**src/rtl/swfd_pkg.sv**
```systemverilog
// Package for the sync word frame deframer: widths, reset values, state and result types.
`default_nettype none
package swfd_pkg;

  localparam int unsigned ByteW      = 8;
  localparam int unsigned WordW      = 32;
  localparam int unsigned CountW     = 4;
  localparam int unsigned CfgIdxW    = 1;

  localparam logic [WordW-1:0]  SyncWordReset     = 32'h1234_5678;
  localparam logic [CountW-1:0] PayloadWordsReset = 4'd9;

  typedef enum logic [CfgIdxW-1:0] {
    CFG_SYNC_WORD     = 1'b0,
    CFG_PAYLOAD_WORDS = 1'b1
  } cfg_idx_e;

  typedef struct packed {
    logic              in_frame;
    logic [23:0]       sync_window;
    logic [1:0]        window_fill;
    logic [1:0]        byte_in_word;
    logic [CountW-1:0] word_count;
    logic [23:0]       partial_word;
  } state_t;

  typedef struct packed {
    logic              word_valid;
    logic [CountW-1:0] word_index;
    logic [WordW-1:0]  word_value;
    logic              sync_found;
    logic              frame_done;
  } result_t;

endpackage
`default_nettype wire

```
**src/rtl/swfd_step.sv**
```systemverilog
// Next-state and result logic for one received byte of the deframer.
`default_nettype none
module swfd_step import swfd_pkg::*; (
  input  state_t            st_i,
  input  logic [ByteW-1:0]  rx_byte_i,
  input  logic [WordW-1:0]  sync_word_i,
  input  logic [CountW-1:0] payload_words_i,
  output state_t            st_o,
  output result_t           res_o
);

  logic [WordW-1:0] shifted_window;
  logic [WordW-1:0] shifted_word;
  logic             last_word;

  assign shifted_window = {st_i.sync_window, rx_byte_i};
  assign shifted_word   = {st_i.partial_word, rx_byte_i};
  assign last_word      = ({1'b0, st_i.word_count} + 5'd1) >= {1'b0, payload_words_i};

  always_comb begin
    st_o  = st_i;
    res_o = '0;
    priority if (!st_i.in_frame && st_i.window_fill != 2'd3) begin
      st_o.sync_window = shifted_window[23:0];
      st_o.window_fill = st_i.window_fill + 2'd1;
    end else if (!st_i.in_frame) begin
      st_o.sync_window = shifted_window[23:0];
      if (shifted_window == sync_word_i) begin
        res_o.sync_found  = 1'b1;
        st_o.in_frame     = 1'b1;
        st_o.byte_in_word = 2'd0;
        st_o.word_count   = '0;
        st_o.partial_word = '0;
      end
    end else if (st_i.byte_in_word != 2'd3) begin
      st_o.partial_word = shifted_word[23:0];
      st_o.byte_in_word = st_i.byte_in_word + 2'd1;
    end else begin
      res_o.word_valid  = 1'b1;
      res_o.word_index  = st_i.word_count;
      res_o.word_value  = shifted_word;
      st_o.byte_in_word = 2'd0;
      st_o.partial_word = '0;
      if (last_word) begin
        res_o.frame_done = 1'b1;
        st_o.in_frame    = 1'b0;
        st_o.word_count  = '0;
        st_o.window_fill = 2'd0;
        st_o.sync_window = '0;
      end else begin
        st_o.word_count = st_i.word_count + 4'd1;
      end
    end
  end

endmodule
`default_nettype wire

```
**src/rtl/sync_word_frame_deframer.sv**
```systemverilog
// Sync word frame deframer top level: input register, step logic, result register.
// An accepted byte is held in the input register; its result then goes to the result register and out_valid_o.
// Throughput: one byte per cycle while the result register is not stalled; the state register takes swfd_step's output.
// A stalled result register stalls the input register, which then stalls the input.
// Reset (rst_ni low, asynchronous): hunting, empty window, config at its reset values.
`default_nettype none
module sync_word_frame_deframer import swfd_pkg::*; (
  input  wire                clk_i,
  input  wire                rst_ni,
  input  wire                cfg_we_i,
  input  wire  [CfgIdxW-1:0] cfg_idx_i,
  input  wire  [WordW-1:0]   cfg_data_i,
  input  wire                in_valid_i,
  output logic               in_stall_o,
  input  wire  [ByteW-1:0]   rx_byte_i,
  output logic               out_valid_o,
  input  wire                out_stall_i,
  output logic               word_valid_o,
  output logic [CountW-1:0]  word_index_o,
  output logic [WordW-1:0]   word_value_o,
  output logic               sync_found_o,
  output logic               frame_done_o
);

  logic [WordW-1:0]  sync_word_q;
  logic [CountW-1:0] payload_words_q;
  logic              in_valid_q;
  logic [ByteW-1:0]  byte_q;
  logic              out_valid_q;
  result_t           res_q;
  result_t           res_d;
  state_t            state_q;
  state_t            state_d;
  logic              advance;

  always_ff @(posedge clk_i or negedge rst_ni) begin
    if (!rst_ni) begin
      sync_word_q     <= SyncWordReset;
      payload_words_q <= PayloadWordsReset;
    end else if (cfg_we_i) begin
      unique case (cfg_idx_e'(cfg_idx_i))
        CFG_SYNC_WORD:     sync_word_q     <= cfg_data_i;
        CFG_PAYLOAD_WORDS: payload_words_q <= cfg_data_i[CountW-1:0];
        default: ;
      endcase
    end
  end

  assign advance    = !out_valid_q || !out_stall_i;
  assign in_stall_o = in_valid_q && !advance;

  always_ff @(posedge clk_i or negedge rst_ni) begin
    if (!rst_ni) begin
      in_valid_q <= 1'b0;
    end else if (!in_stall_o) begin
      in_valid_q <= in_valid_i;
    end
  end

  always_ff @(posedge clk_i) begin
    if (!in_stall_o && in_valid_i) begin
      byte_q <= rx_byte_i;
    end
  end

  swfd_step u_step (
    .st_i            (state_q),
    .rx_byte_i       (byte_q),
    .sync_word_i     (sync_word_q),
    .payload_words_i (payload_words_q),
    .st_o            (state_d),
    .res_o           (res_d)
  );

  always_ff @(posedge clk_i or negedge rst_ni) begin
    if (!rst_ni) begin
      state_q     <= '0;
      out_valid_q <= 1'b0;
    end else if (advance) begin
      out_valid_q <= in_valid_q;
      if (in_valid_q) begin
        state_q <= state_d;
      end
    end
  end

  always_ff @(posedge clk_i) begin
    if (advance && in_valid_q) begin
      res_q <= res_d;
    end
  end

  assign out_valid_o  = out_valid_q;
  assign word_valid_o = res_q.word_valid;
  assign word_index_o = res_q.word_index;
  assign word_value_o = res_q.word_value;
  assign sync_found_o = res_q.sync_found;
  assign frame_done_o = res_q.frame_done;

`ifndef SYNTHESIS
  a_done_has_word: assert property (@(posedge clk_i) disable iff (!rst_ni)
    out_valid_q && res_q.frame_done |-> res_q.word_valid && !res_q.sync_found)
    else $error("frame done without a completed word");

  a_hunt_counters_clear: assert property (@(posedge clk_i) disable iff (!rst_ni)
    !state_q.in_frame |-> state_q.byte_in_word == 2'd0 && state_q.word_count == '0)
    else $error("word counters not clear while hunting");

  a_sync_enters_frame: assert property (@(posedge clk_i) disable iff (!rst_ni)
    advance && in_valid_q && res_d.sync_found |=> state_q.in_frame)
    else $error("sync match did not start a frame");
`endif

endmodule
`default_nettype wire

```
**config.mk**
```make
export PLATFORM = sky130hd
export DESIGN_NAME = sync_word_frame_deframer
export DESIGN_NICKNAME = d
export VERILOG_FILES = /design/src/rtl/swfd_pkg.sv /design/src/rtl/swfd_step.sv /design/src/rtl/sync_word_frame_deframer.sv
export SDC_FILE = /design/constraint.sdc
export NUM_CORES = 1
export LEC_CHECK = 0
export BUFFER_PORTS_ARGS = -buffer_cell sky130_fd_sc_hd__buf_2
export CORE_UTILIZATION = 61
export DETAILED_ROUTE_END_ITERATION = 8
export PLACE_DENSITY = 0.92
export RECOVER_POWER = 50
export SYNTH_ARGS = -nofsm -noshare
export SYNTH_HDL_FRONTEND = slang
export SYNTH_SLANG_ARGS = --single-unit
```
**constraint.sdc**
```tcl
create_clock -name clk_i -period 6.18 [get_ports clk_i]
set_clock_uncertainty 0.1 [all_clocks]
set_input_delay 0.927 -clock clk_i [delete_from_list [all_inputs] [get_ports clk_i]]
set_output_delay 0.927 -clock clk_i [all_outputs]
set_load 0.05 [all_outputs]
```
## After elaboration in Yosys (flattened, before gate mapping)

Index checks and enable logic that the tools add are counted.

- Register bits after elaboration: 142
- Input port bits: 46
- Output and inout bits: 41
- Logic and storage cells: 68

- Add/subtract/negate cells: 4
- $lt $le $gt $ge: 1
- Equality and inequality tests: 7
- Mux-type cells: 14
- Bitwise logic cells: 3
- Reduce and logical (&&, ||, !) cells: 23

Operators with widths:

| operator | number |
|---|---|
| two-way mux 30 bit | 2 |
| two-way mux 27 bit | 2 |
| two-way mux 37 bit | 1 |
| == test 32 bit | 1 |
| two-way mux 26 bit | 1 |
| two-way mux 25 bit | 1 |
| two-way mux 24 bit | 1 |
| AND reduction 5 bit | 2 |
| two-way mux 4 bit | 2 |
| AND reduction 4 bit | 2 |
| != test 2 bit (second input constant) | 3 |
| nonzero test 2 bit | 3 |
| adder 4 x 1 -> 5 bit (second input constant) | 1 |
| greater-or-equal comparator 5 x 4 -> 1 bit | 1 |
| logical NOT 1 bit | 5 |
| adder 2 x 1 -> 2 bit (second input constant) | 2 |
| adder 4 x 1 -> 4 bit (second input constant) | 1 |
| logical AND 1 bit | 4 |
| two-way mux 2 bit | 2 |
| AND reduction 2 bit | 2 |
| OR reduction 2 bit | 2 |
| != test 3 x 1 -> 1 bit (second input constant) | 1 |
| != test 3 x 2 -> 1 bit (second input constant) | 1 |
| NOT 1 bit | 3 |
| other kinds (5) | 6 |

## Depth between registers and ports, before layout

- Depth in word-level cells: 6
- Depth in mapped cells: 8
- Gate-level depth less buffers: 7

## Hierarchy

A second synthesis with hierarchy kept.

- Cells, all modules: 451
- Area, all modules: 6,537.5 µm²

Modules (own cells, without submodules):

| module | times used | cells an instance | area an instance (µm²) | sequential area each (µm²) |
|---|---|---|---|---|
| sync_word_frame_deframer | 1 | 253 | 5,084.9 | 3,807.4 |
| swfd_step | 1 | 198 | 1,452.6 | 0.0 |

## Least setup slack after synthesis

No wires, ideal clock.

- Kind: input-to-reg
- From: input out_stall_i
- To: register state_q[27] (netlist name)
- Setup time: 0.136 ns
- Data arrival time: 2.454 ns
- Data required time: 5.944 ns
- Setup slack: 3.490 ns
- Stages on the path: 7
- Buffers on the path: 2
- Cells stage by stage: a21bo_2 inv_2 o21ai_0 clkbuf_1 buf_2 a32oi_1 o21ai_0

- Longest elaborated chain between the ends: 3

RTL lines:

| element | line | text |
|---|---|---|
| from (decl) | sync_word_frame_deframer.sv:17 | `input wire out_stall_i,` |
| logical NOT 1 bit | sync_word_frame_deframer.sv:49 | `assign advance = !out_valid_q \|\| !out_stall_i;` |
| logical OR 1 bit | sync_word_frame_deframer.sv:49 |  |
| AND reduction 5 bit (no source line) | - |  |
| to (signal assigned) | sync_word_frame_deframer.sv:82 | `state_q <= state_d;` |
| to (decl) | sync_word_frame_deframer.sv:32 | `state_t state_q;` |

Every way passes these cells.
A chain may end at the register's enable or synchronous reset.

## Final worst setup path

- From: register state_q[28] (netlist name)
- To: register state_q[26] (netlist name)

- Longest elaborated chain between the ends: 3

RTL lines:

| element | line | text |
|---|---|---|
| != test 2 bit | swfd_step.sv:35 | `end else if (st_i.byte_in_word != 2'd3) begin` |
| != test 2 bit (no source line) | - |  |
| AND reduction 5 bit (no source line) | - |  |

Every way passes these cells.

==> metrics.sh <==
NUMBER_OF_SYNTHESIZED_REGISTER_BITS=142
H_TREE_LEVELS=4
TIMING_WORST_SLEW_PIN_VALUE_NS=1.74
ROUTE.VIAS.TOTAL=4533
TIMING.FINAL.HOLD_VIOLATIONS=0
POWER_DENSITY_nW_PER_UM2=341
FLOW.AREA_GROWTH_FROM_SYNTHESIS_PCT=18.1
CRITPATHARRIVALTIME_NS=3.41
VDD_DROP_MAX_mV=0.210
POST-ROUTE-DRC-COUNT=0
LAYOUT.FILLER_CELLS=572
WORSTSETUPENDPOINTTYPE='flip-flop'
MAX_CAP_VIOL_COUNT=1
TIME_THE_FINAL_WORST_PATH_NEEDS_WITH_I_O_DELAYS_AND_SETUP_NS=3.09
CLOCKBUFFERDEPTH=2
CLOCK_LATENCY_AT_THE_LATER_PIN_OF_THE_WORST_SKEW_PAIR_NS=0.52
ASYNC_RESET_FF_SHARE_PCT=66.9
SYNTHESIS.AREA_UM2=6150
SYNTH.DISTINCT_CELLS=41
MAXSLEWVIOLCOUNT=33
ROWS=36
GLOBALPLACE.CONGESTION=0.807
CP_REQUIRED_NS=6.50
HOLD_PATH.CLASS='reg -> reg'
MAX_SLEW_MARGIN_PCT=-16.0
SETUP-VIOLATIONS-FINAL=0
ROUTED_WIRE_LENGTH_PER_INSTANCE_UM=19.3
GLOBALROUTE.TOTALOVERFLOW=0
CTS_MADE_BUFFERS=17
ANTENNA_VIOLATIONS_BEFORE_REPAIR=0
DIE_HEIGHT_UM=102
WL_UM=14100
SETUP.WORST_PATH.CLASS='reg -> reg'
FLOORPLAN.DIE_AREA_UM2=10500
DRT-PASS1-ITER-COUNT=6
FINAL_LAYOUT_SIZE_SUFFIX_GT1_SHARE_PCT=30.6
TRACK_USAGE_PCT=29.1
NUMPORTBUFFERS=86
SYNTH_AREA_LEADERS='sky130_fd_sc_hd__dfrtp_1 (33%), sky130_fd_sc_hd__edfxtp_1 (23%), sky130_fd_sc_hd__dfstp_2 (6.4%), sky130_fd_sc_hd__mux2_2 (6.2%), sky130_fd_sc_hd__a22oi_1 (5.9%)'
WORST-PATH-MAX-FANOUT=31
RSZ0062_AT_GRT='no'
CLK_ROOT_BUFFER_CELL='sky130_fd_sc_hd__clkbuf_8'
SYNTH.LARGEST_AREA_CELL='sky130_fd_sc_hd__dfrtp_1'
CLK_PIN_SLEW_NS=0.07
POSTSYNTHAREAPERCELL_UM2=12.2
TOTAL_CLOCK_SINKS=142
QUANTITY_OF_GATES_RESIZED_FOLLOWING_CTS=0
NUMBER_OF_GLOBAL_ROUTE_VIAS_BEFORE_REPAIR=4512
FIN_SETUP_TNS_NS=0
POST_CTS_SETUP_REPAIR_BUFFER_COUNT=0
SYNTH_FLOP_CELL='sky130_fd_sc_hd__dfrtp_1'
STATUS='complete, but fails checks'
FP.COREAREA_UM2=9770
SYNTH-WARNING-COUNT=0
STARTING_DENSITY_OF_THE_CORE_PCT=62.9
ROUTED_VIA_DENSITY=6.19
WORSTSETUPSTARTPOINTTYPE='flip-flop'
DIE_X_UM=102
ANTENNA_CELLS=0
VIOLATED_CHECKS='max-capacitance violations, max-slew violations'
DETAIL-ROUTE-ANTENNA-NETS=0
FINISH.NET_COUNT=639
FIRST_PASS_GRT_WIRE_LENGTH_UM=22300
CTS_HOLD_BUFFERS=0
ACHIEVABLE-FREQUENCY_MHz=323
SYN-INSTANCE-COUNT=502
DETAILEDROUTE.FIRSTITERATIONVIOLATIONS=402
SYNTH.NET_COUNT=555
TRITONCTS='yes'
LAYOUT_COMMONEST_CELL='sky130_fd_sc_hd__buf_2'
CELLLEAKAGEPOWER_nW=3.37
FINAL.PERIOD_UTILIZATION_PCT=50.0
POST-ROUTE-CELL-AREA_UM2=7260
DETAILED_PLACE_HPWL_UM=8590
SYNTH_SEQUENTIAL_AREA_RATIO_PCT=61.9
PIN_COUNT=87
PLACEDINSTANCEAREA_UM2=6680
MOST-COMMON-LAYOUT-CELLS='sky130_fd_sc_hd__buf_2 (82), sky130_fd_sc_hd__dfrtp_1 (80), sky130_fd_sc_hd__a22oi_1 (48)'
GRT_MAX_DEGREE=78
SYNTH_LARGEST_TYPE_AREA_FRACTION_PCT=32.6
SYNTH_ENABLE_FLOP_CELLS=47
## registers in the layout (all words and copies together) (netlist names)
| register | count |
|---|---|
| in_valid_q | 1 |
| payload_words_q | 4 |
| sync_word_q | 32 |
| word_index_o | 4 |
| word_value_o | 32 |
| frame_done_o | 1 |
| state_q | 57 |
| sync_found_o | 1 |
| word_valid_o | 1 |
| out_valid_o | 1 |
| byte_q | 8 |
## cells by family after synthesis
logic type	synth area share [%]
mux	6.59
flops	61.9
simple gates	7.83
buf+inv	3.91
compound gates	13.5
fa+ha+maj	1.42
xor+xnor	4.84
## metal layers
| layer | wire length, µm | vias to the layer above | track usage (%) |
|---|---|---|---|
| met5 | 0 | - | 0 |
| met4 | 716 | 0 | 18.1 |
| met3 | 1060 | 71 | 6.70 |
| met2 | 6950 | 274 | 47.1 |
| met1 | 5370 | 2221 | 35.5 |
| li1 | - | 1967 | - |
## metrics by stage
step	total power [mW]	utilization, %	std cells	hold slack, ns	setup slack (ns)
floorplan	1.36	-	502	0.341	3.49
detailed placement	1.46	68.3	700	0.376	2.67
finish	2.47	74.3	732	0.389	3.09
global placement	1.44	68.3	700	0.354	2.90
CTS	2.47	74.4	732	0.151	3.07
global route	2.55	74.3	732	0.416	2.94
## synthesized netlist by cell type (10+ instances only)
cell and instances:
sky130_fd_sc_hd__a22oi_1 48, sky130_fd_sc_hd__and3_1 12, sky130_fd_sc_hd__clkbuf_1 19, sky130_fd_sc_hd__dfrtp_1 80, sky130_fd_sc_hd__dfstp_2 15, sky130_fd_sc_hd__edfxtp_1 47
sky130_fd_sc_hd__inv_1 31, sky130_fd_sc_hd__mux2_2 34, sky130_fd_sc_hd__nand2_1 33, sky130_fd_sc_hd__nor2_1 30, sky130_fd_sc_hd__o21ai_0 47, sky130_fd_sc_hd__o21ai_2 10
sky130_fd_sc_hd__xor2_1 33
## area by class of cell
type / instances / area (µm²) / area share [%]
clock buffers: 17 / 414 / 5.70
flip-flops and latches: 142 / 3810 / 52.4
inverters: 32 / 120 / 1.65
repair buffers: 92 / 467 / 6.43
clock inverters: 15 / 178 / 2.45
well taps: 133 / 166 / 2.29
multi-input cells: 301 / 2110 / 29.0
## final timing paths
path                        startpoint         endpoint  slack, ns  cells after the start
min in group asynchronous       rst_ni  sync_word_q[13]       0.40                      1
hold reg to reg             in_valid_q      out_valid_o       0.39                      1
setup / recovery           state_q[28]      state_q[26]       3.09                      6
max in group asynchronous       rst_ni       state_q[0]       4.07                      2
hold / removal              in_valid_q      out_valid_o       0.39                      1
setup reg to reg           state_q[28]      state_q[26]       3.09                      6
## report_power, final
part           internal [mW]  leakage [nW]  switching [mW]
Clock                  0.590         0.287           0.427
Combinational          0.115          1.58           0.181
Sequential              1.07          1.51          0.0860
Total                   1.78          3.37           0.694
## worst max-delay path: stages (launching register included)
cell                      delay [ns]
sky130_fd_sc_hd__dfrtp_1        0.39
sky130_fd_sc_hd__ha_1           0.52
sky130_fd_sc_hd__nand2_1        0.76
sky130_fd_sc_hd__nor2_1         0.61
sky130_fd_sc_hd__and3b_1        0.22
sky130_fd_sc_hd__o21ai_0        0.11
sky130_fd_sc_hd__o22ai_1        0.26
No activity file was read; power rests on OpenSTA's default activity.
